## src/hw/rtl/sum_of_two_squares_test_macros.svh

```systemverilog
// Assertion macros shared by the sum-of-two-squares test RTL.
// The macros expect signals named clk and arst_n in the module that uses them.
`ifndef SUM_OF_TWO_SQUARES_TEST_MACROS_SVH
`define SUM_OF_TWO_SQUARES_TEST_MACROS_SVH
`ifndef ASSERT_OFF
`define SOTS_ASSERT(lbl, prop, msg) \
	lbl: assert property (@(posedge clk) disable iff (!arst_n) prop) else $error(msg);
`define SOTS_ASSERT_NEVER(lbl, cond, msg) \
	lbl: assert property (@(posedge clk) disable iff (!arst_n) !(cond)) else $error(msg);
`else
`define SOTS_ASSERT(lbl, prop, msg)
`define SOTS_ASSERT_NEVER(lbl, cond, msg)
`endif
`endif

```

## src/hw/rtl/sots_pkg.sv

```systemverilog
// Shared types for the sum-of-two-squares test block.
// Command and status structs that join the controller and the datapath.
package sots_pkg;

	typedef struct packed {
		logic load;       // capture a new value and start the square root
		logic sqrt_step;  // one digit of the square root
		logic walk_init;  // seed the two pointers from the root
		logic walk_step;  // move one pointer
	} sots_cmd_t;

	typedef struct packed {
		logic perfect;    // remainder of the root is zero
		logic found;      // current pointer pair matches the value
		logic stop;       // pointers crossed or no smaller pointer left
	} sots_status_t;

endpackage

```

## src/hw/rtl/sots_controller.sv

```systemverilog
// Controller: sequences square root, pointer walk and the result register.
// Depends on sots_pkg for the command and status structs.
module sots_controller #(
	parameter int SQRT_BITS = 16
) (
	input  logic                   clk,
	input  logic                   arst_n,
	input  logic                   req_valid,
	output logic                   req_ready,
	output logic                   rsp_valid,
	output logic                   rsp_bit,
	input  logic                   rsp_ready,
	input  sots_pkg::sots_status_t status,
	output sots_pkg::sots_cmd_t    cmd
);
	import sots_pkg::*;

	localparam int CW = (SQRT_BITS > 1) ? $clog2(SQRT_BITS) : 1;

	typedef enum logic [2:0] {
		ST_IDLE,
		ST_SQRT,
		ST_CHECK,
		ST_WALK,
		ST_FIN
	} state_t;

	state_t        state_q;
	logic [CW-1:0] cnt_q;
	logic          fin_q;
	logic          out_valid_q;
	logic          out_bit_q;
	logic          out_free;

	assign out_free  = !out_valid_q || rsp_ready;
	assign req_ready = state_q == ST_IDLE;
	assign rsp_valid = out_valid_q;
	assign rsp_bit   = out_bit_q;

	always_comb begin
		cmd           = '0;
		cmd.load      = (state_q == ST_IDLE) && req_valid;
		cmd.sqrt_step = state_q == ST_SQRT;
		cmd.walk_init = state_q == ST_CHECK;
		cmd.walk_step = (state_q == ST_WALK) && !status.found && !status.stop;
	end

	always_ff @(posedge clk or negedge arst_n) begin
		if (!arst_n) begin
			state_q     <= ST_IDLE;
			cnt_q       <= '0;
			fin_q       <= 1'b0;
			out_valid_q <= 1'b0;
			out_bit_q   <= 1'b0;
		end else begin
			// In ST_FIN the result register is reloaded below instead.
			if (out_valid_q && rsp_ready && state_q != ST_FIN) begin
				out_valid_q <= 1'b0;
			end
			case (state_q)
				ST_IDLE: begin
					if (req_valid) begin
						cnt_q   <= '0;
						state_q <= ST_SQRT;
					end
				end
				ST_SQRT: begin
					cnt_q <= cnt_q + 1'b1;
					if (cnt_q == CW'(SQRT_BITS - 1)) begin
						state_q <= ST_CHECK;
					end
				end
				ST_CHECK: begin
					if (status.perfect) begin
						fin_q   <= 1'b1;
						state_q <= ST_FIN;
					end else begin
						state_q <= ST_WALK;
					end
				end
				ST_WALK: begin
					if (status.found) begin
						fin_q   <= 1'b1;
						state_q <= ST_FIN;
					end else if (status.stop) begin
						fin_q   <= 1'b0;
						state_q <= ST_FIN;
					end
				end
				ST_FIN: begin
					// Wait here while an earlier result is still unclaimed.
					if (out_free) begin
						out_valid_q <= 1'b1;
						out_bit_q   <= fin_q;
						state_q     <= ST_IDLE;
					end
				end
				default: begin
					state_q <= ST_IDLE;
				end
			endcase
		end
	end

`include "sum_of_two_squares_test_macros.svh"
	`SOTS_ASSERT(a_accept_starts, (req_valid && req_ready) |=> (state_q == ST_SQRT), "transfer did not start the root")
	`SOTS_ASSERT(a_sqrt_exit, (state_q == ST_SQRT) |=> (state_q == ST_SQRT || state_q == ST_CHECK), "root search left early")
	`SOTS_ASSERT(a_fin_loads, (state_q == ST_FIN && out_free) |=> out_valid_q, "result not registered")
	`SOTS_ASSERT(a_take_clears, (out_valid_q && rsp_ready && state_q != ST_FIN) |=> !out_valid_q, "result repeated")
endmodule
```

## config.mk

```make
export PLATFORM = sky130hd
export DESIGN_NAME = sots_controller
export DESIGN_NICKNAME = d
export VERILOG_FILES = /design/src/hw/rtl/sots_pkg.sv /design/src/hw/rtl/sots_controller.sv
export VERILOG_INCLUDE_DIRS = /design/src /design/src/hw/rtl
export SDC_FILE = /design/constraint.sdc
export NUM_CORES = 1
export LEC_CHECK = 0
export BUFFER_PORTS_ARGS = -buffer_cell sky130_fd_sc_hd__buf_2
export CAP_MARGIN = 15
export CORE_UTILIZATION = 35
export DETAILED_ROUTE_END_ITERATION = 10
export PLACE_DENSITY = 0.61
export SYNTH_ARGS = -nofsm -noshare
export SYNTH_HDL_FRONTEND = slang
export SYNTH_SLANG_ARGS = --single-unit
export TNS_END_PERCENT = 1
```

## constraint.sdc

```tcl
create_clock -name clk -period 1.7 [get_ports clk]
set_input_delay 0.425 -clock clk [delete_from_list [all_inputs] [get_ports clk]]
set_output_delay 0.425 -clock clk [all_outputs]
set_load 0.05 [all_outputs]
```

==> impl_metrics.csv, run 1 <==
group,metric,value,unit
logic_synthesis,syn_nets,60,
logic_synthesis,synth.distinct_cells,31,
clock_tree,clockRootBuffer,"clkbuf_4",
finish,final_common_cell,"dfrtp_1",
global_route,grt_max_degree,11,
die,fp.dieH,42.7,um
logic_synthesis,synth_top_area_share,43.2,%
worst_setup_path,critical_path.reg2reg.endpoint,"cnt_q[0]",
global_route,grt-ovfl-total,0,
detailed_routing,post_drt_wl_per_cell,11.4,um
die,pin_count,14,
detailed_routing,drt_first_pass_iters,4,
pwr,leakage,0.366,nW
finish,fin_cells,88,
die,core,0.00152,sq mm
status,failed_checks,"negative setup slack",
global_route,antenna_found_initial,0,
detailed_routing,ant_nets,0,
worst_setup_path,cp-end-kind,"output port",
die,die-area,0.00182,sq mm
logic_synthesis,synth-seq-area-share,43.2,%
die,start_util,38.0,%
place,dpl.cell_count,84,
place,hpwl,797,um
logic_synthesis,synthArstFlopShare,100,%
worst_setup_path,critical_path_arrival,1.32,ns
worst_setup_path,crit_fanout,3,
detailed_routing,via_per_inst,5.09,
timing,hold_viol,0,
clock_tree,cts.sinks,10,
detailed_routing,vias,448,
logic_synthesis,synth.top_cells.by_area,"dfrtp_1, nor4b_4, buf_6",
detailed_routing,totalWireLength,1000,um
clock_tree,numCtsBuffers,3,
worst_setup_path,rrSetupSlack,0.26,ns
timing,rsz0062_at_grt,"yes",
global_route,track_usage,13.1,%
detailed_routing,drc,0,
logic_synthesis,ys.flop_type,"dfrtp_1",
timing,fin_ws,-0.0402,ns
finish,nets,81,
finish,layout_common_cells,"dfrtp_1, buf_2, buf_6, nor2_1, buf_4",
logic_synthesis,synth.avg_cell_area,11.1,sq um
place,place_ws,0.0689,ns
logic_synthesis,syn_inst,52,
worst_setup_path,cp_data_required_time,1.27,ns
global_route,grt_first_pass_wirelength,1770,um
timing,fmax,575,MHz
timing,tightest_slew,0.260,ns
finish,drive_gt1_share,48.6,%
clock_tree,cts_setup_buffers,0,
finish,diodes,0,
place,gp_congestion,0.701,
logic_synthesis,ys_warn_count,0,
logic_synthesis,synth_area,579,sq um
logic_synthesis,synth.ff_latch_count,10,
clock_tree,cts.htree.levels,1,
logic_synthesis,synth_edf_count,0,
pwr,ir_worst_vdd,0.000794,V
worst_setup_path,reg2reg_depth,5,
logic_synthesis,yosysTopAreaCell,"dfrtp_1",
clock_tree,cts_buffer_depth,2,
worst_setup_path,critPathLaunchType,"flip-flop",
timing,finalCriticalPeriod,1.74,ns
global_route,grt_pass1_vias,414,
finish,synthToLayoutAreaGrowth,32.2,%
clock_tree,clkTransAtPathRegs,0.07,ns
timing,setup_viol,2,
min_path,hp-class,"input pin to asynchronous set/reset pin",
timing,slew_headroom,82.6,%
clock_tree,clk_latency,0.26,ns
pwr,p_per_area,1710,mW/mm^2
timing,period_share,102,%
die,rows,14,
worst_setup_path,worstSetupPathType,"flip-flop to output port",
flow_run,cap_viol_max_count,0,
timing,whs,0.00583,ns
detailed_routing,drtIter0Drc,3,
place,io_buffers,13,
status,status,"finished, violations left",
timing,skew,0.00167,ns
clock_tree,cts_tree,"done",
timing,maxSlewViolCount,0,
die,fp.dieW,42.7,um
worst_setup_path,rr_startpoint,"state_q[0]",
area by class of cell:
type	count	area (sq um)
Multi-Input combinational cell	38	309
Fill cell	147	758
Timing Repair Buffer	19	145
Tap cell	16	20.0
Inverter	1	3.75
Clock buffer	4	36.3
Sequential cell	10	251
how the worst max path moves through the flow:
stage               startpoint      to  slack [ns]  cells past startpoint
finish              state_q[0]  cmd[0]       -0.04                      3
floorplan           state_q[2]  cmd[0]       -0.17                      3
global placement     status[1]  cmd[0]        0.10                      4
global route        state_q[0]  cmd[0]       -0.11                      3
CTS                 state_q[0]  cmd[0]       -0.06                      3
detailed placement   status[1]  cmd[0]        0.07                      4
per-stage QoR:
stage | TNS (ns) | power, mW | utilization, % | instance area, sq um
2_1_floorplan | -0.369 | 0.906 | - | 584
3_3_place_gp | 0 | 1.03 | 45.1 | 687
3_5_place_dp | 0 | 1.04 | 45.1 | 687
4_1_cts | -0.0935 | 1.30 | 49.2 | 749
5_1_grt | -0.263 | 1.40 | 50.2 | 766
6_report | -0.0457 | 1.31 | 50.2 | 766
metal layers:
metal | up-vias | part of all wire (%) | GRT usage, %
met3 | 2 | 3.6 | 2.55
met1 | 209 | 50 | 17.4
met5 | - | 0 | 0
met2 | 9 | 45 | 19.7
met4 | 0 | 1.9 | 7.50
li1 | 228 | - | -
registers in the layout, summed over array words and instances, names as in the netlist:
| register | cells |
|---|---|
| rsp_bit | 1 |
| cnt_q | 4 |
| state_q | 3 |
| fin_q | 1 |
| rsp_valid | 1 |
Yosys cell counts (2+ instances only):
master	instances
mux2_2	2
buf_6	2
nor3b_1	2
nor2_1	5
nand3_1	3
nand2_1	2
nand2b_1	3
dfrtp_1	10
cells by family after synthesis:
kind of cell    synth area share, %
compound gates                 13.8
xor+xnor                       1.51
fa+ha+maj                      2.16
buf+inv                        5.40
flops                          43.2
mux                            5.62
simple gates                   28.3
report_power, final:
group | internal (mW) | switching, mW
Sequential | 0.321 | 0.0741
Combinational | 0.343 | 0.353
Clock | 0.130 | 0.0868
timing repair:
item	CTS	global route
hold endpoints to repair	0	0
gates resized for setup	9	5
hold buffers	0	0
endpoints found under the setup margin	5	5
pin swaps	0	1
critical path, cell delays in order, from the launching register on:
cell	delay (ns)
dfrtp_1	0.41
or2b_1	0.28
nor3_2	0.17
buf_6	0.19
No activity file was read; power rests on OpenSTA's default activity.
==> inputs of run 2 (changes only) <==
--- a/config.mk
+++ b/config.mk
@@ -6,8 +6,8 @@
 export SDC_FILE = /design/constraint.sdc
 export NUM_CORES = 1
 export LEC_CHECK = 0
+export ABC_AREA = 1
 export BUFFER_PORTS_ARGS = -buffer_cell sky130_fd_sc_hd__buf_2
-export CAP_MARGIN = 15
 export CORE_UTILIZATION = 35
 export DETAILED_ROUTE_END_ITERATION = 10
 export PLACE_DENSITY = 0.61
==> run 2 against run 1 <==
Effect of this change: largest cell class unchanged; sequential power grew 12%; clock skew increased by 0.00072 ns; largest power group unchanged; power is 14% higher; critical path depth grew 1; critical path type unchanged; register-to-register slack better by 0.18 ns; global-route usage increased by 2.1 points; via count rose by 17%; sequential share of layout area is 2.3 points higher; utilization fell by 2.6 points; the run now ends clean; final area shrank 6.2%; flip-flop and latch count unchanged.
==> impl_metrics.csv, run 2 <==
group,metric,value,unit
status,status,"finished clean",
logic_synthesis,synthAdderAreaFrac,2.19,%
pwr,p_per_area,2080,mW/mm^2
finish,multiInputGateArea,263,sq um
timing,skew,0.00239,ns
finish,layout_common_cells,"nand2_1, inv_1, nand3_1",
logic_synthesis,synth.avg_cell_area,7.41,sq um
place,io_buffers,13,
detailed_routing,totalWireLength,1180,um
logic_synthesis,ys.flop_type,"dfrtp_1",
global_route,track_usage,15.2,%
finish,final_util,47.7,%
finish,reg_top3,"cnt_q (4), state_q (3)",
logic_synthesis,syn_inst,77,
clock_tree,cts.sinks,10,
worst_setup_path,critPathTopFamily,"flip-flops",
pwr,p_comb_share,59.5,%
die,fp.dieW,42.4,um
logic_synthesis,synth_edf_count,0,
global_route,grt_pass1_vias,484,
pwr,switching_share,51.5,%
clock_tree,cts_tree,"done",
logic_synthesis,synthArstFlopShare,100,%
detailed_routing,drc,0,
finish,fin_cells,111,
timing,slew_headroom,84.8,%
logic_synthesis,synth-seq-area-share,43.9,%
detailed_routing,via_per_inst,4.73,
clock_tree,numCtsBuffers,3,
die,start_util,37.9,%
logic_synthesis,synth_area,571,sq um
timing,hold_viol,0,
finish,top_register,"cnt_q",
worst_setup_path,crit_fanout,6,
min_path,hp-class,"input pin to asynchronous set/reset pin",
finish,n_fill_cell,136,
global_route,grt.met2_usage,23.7,%
detailed_routing,ant_nets,0,
logic_synthesis,synthSimpleGateAreaFrac,30.9,%
die,fp.dieH,42.4,um
logic_synthesis,synth.distinct_cells,18,
worst_setup_path,cp_data_required_time,1.27,ns
finish,final_common_cell,"nand2_1",
pwr,ir_worst_vdd,0.00112,V
worst_setup_path,path_cells,"nor2_2 > nand2_2 > nor2_2 > buf_6",
pwr,intPower,0.726,mW
die,die-area,0.00180,sq mm
logic_synthesis,synth.top_cells.by_area,"dfrtp_1, nand2_1, inv_1",
clock_tree,cts_buffer_depth,2,
timing,setup_tns,0,ns
finish,register_area,253,sq um
detailed_routing,drtIter0Drc,18,
detailed_routing,vias,525,
global_route,grt_first_pass_wirelength,1980,um
place,dpl.cell_count,108,
finish,diodes,0,
logic_synthesis,yosysMostFrequentCell,"nand2_1",
timing,fin_ws,0.0532,ns
pwr,power_switching,0.771,mW
timing,setup_viol,0,
place,hpwl,929,um
global_route,met3_usage,2.59,%
timing,tightest_slew,0.226,ns
die,rows,14,
pwr,clkPwrFrac,11.0,%
pwr,leakage,0.411,nW
flow_run,cap_viol_max_count,0,
detailed_routing,drt_first_pass_iters,4,
worst_setup_path,critPathLaunchType,"flip-flop",
place,place_ws,0.205,ns
detailed_routing,post_drt_wl_per_cell,10.6,um
worst_setup_path,crit_path_max_incr_delay,0.45,ns
pwr,fin_total_pwr,1.50,mW
timing,maxSlewViolCount,0,
logic_synthesis,synthMuxAreaShare,1.75,%
global_route,grt_max_degree,11,
logic_synthesis,synth.ff_latch_count,10,
worst_setup_path,critical_path.reg2reg.endpoint,"state_q[0]",
clock_tree,clockRootBuffer,"clkbuf_4",
timing,period_share,96.9,%
worst_setup_path,worstSetupPathType,"flip-flop to output port",
place,gp_congestion,0.809,
global_route,antenna_found_initial,0,
timing,finalCriticalPeriod,1.65,ns
clock_tree,cts.htree.levels,1,
logic_synthesis,synth_top_family_by_area,"simple AND/OR/NAND/NOR gates",
logic_synthesis,yosysTopAreaCell,"dfrtp_1",
worst_setup_path,critical_path_arrival,1.22,ns
global_route,grt-ovfl-total,0,
clock_tree,clkTransAtPathRegs,0.07,ns
finish,drive_gt1_share,32.6,%
logic_synthesis,synth_compound_area_share,9.21,%
die,pin_count,14,
finish,synthToLayoutAreaGrowth,25.9,%
logic_synthesis,synth_top_area_share,43.9,%
timing,rsz0062_at_grt,"no",
worst_setup_path,path_buf_inv,1,
logic_synthesis,synth_xor_area_share,1.54,%
worst_setup_path,reg2reg_depth,7,
logic_synthesis,ys_warn_count,0,
die,core,0.00151,sq mm
global_route,use_met1,19.5,%
worst_setup_path,crit_slowest_cell,"dfrtp_2",
global_route,top_usage_layer,"met2",
clock_tree,clk_latency,0.26,ns
worst_setup_path,rrSetupSlack,0.44,ns
worst_setup_path,rr_startpoint,"state_q[2]",
timing,fmax,607,MHz
logic_synthesis,synth_common_cells,"nand2_1, inv_1, dfrtp_1",
finish,nets,105,
worst_setup_path,critPathMostFrequentCell,"nor2_2",
pwr,seqPwrFrac,29.5,%
logic_synthesis,syn_nets,85,
finish,largest_reg_flops,4,
worst_setup_path,cp-end-kind,"output port",
run 2: layout make-up:
cell class | count | area share, %
Multi-Input combinational cell | 51 | 36.6
Clock buffer | 3 | 3.14
Tap cell | 16 | 2.79
Timing Repair Buffer | 15 | 13.9
Inverter | 16 | 8.36
Sequential cell | 10 | 35.2
run 2: what timing repair did:
action                                  CTS  global route
pin swaps                                 0             0
buffers inserted                          0             0
endpoints found under the setup margin    5             4
gates resized for setup                   5             5
hold buffers                              0             0
run 2: metal layers:
metal,part of all wire [%],up-vias
li1,-,277
met1,50,238
met2,46,8
met3,3.1,2
met4,0.42,0
met5,0,-
run 2: worst register-to-register path, stage by stage (launching register included):
cell and delay, ns:
dfrtp_2 0.46, inv_2 0.11, nand3_2 0.09, buf_4 0.16, nor2_1 0.13, nor2_2 0.05, nand3_1 0.07, nand2_1 0.07
run 2: cell families after synthesis:
| kind of cell | count (synthesis) |
|---|---|
| buffers and inverters | 16 |
| and+or+nand+nor | 39 |
| muxes | 1 |
| DFF | 10 |
| xor gates and xnor gates | 1 |
| adders and majority gates | 1 |
| AOI/OAI and AO/OA | 9 |
run 2: power groups by stage:
stage | Sequential (mW) | Clock [mW] | Combinational, mW
2_1_floorplan | 0.506 | 0 | 0.573
3_3_place_gp | 0.437 | 0 | 0.843
3_5_place_dp | 0.441 | 0 | 0.856
4_1_cts | 0.436 | 0.171 | 0.888
5_1_grt | 0.454 | 0.175 | 0.980
6_report | 0.441 | 0.164 | 0.891
run 2: worst max path at each step:
| stage | from | to | slack, ns | depth (start not counted) |
|---|---|---|---|---|
| 5_1_grt | state_q[0] | cmd[3] | 0.003 | 4 |
| 2_1_floorplan | state_q[2] | cmd[1] | 0.03 | 3 |
| 3_3_place_gp | status[0] | cmd[0] | 0.21 | 5 |
| 3_5_place_dp | status[0] | cmd[0] | 0.20 | 5 |
| 6_report | state_q[0] | cmd[3] | 0.05 | 4 |
| 4_1_cts | state_q[0] | cmd[0] | 0.001 | 5 |
run 2: stage by stage:
| stage | instance area (sq um) | hold WS (ns) |
|---|---|---|
| after floorplan | 573 | 0.129 |
| after global placement | 673 | 0.303 |
| after global routing | 718 | 0.0295 |
| after detailed placement | 673 | 0.308 |
| after CTS | 708 | 0.0180 |
| final | 718 | 0.0111 |
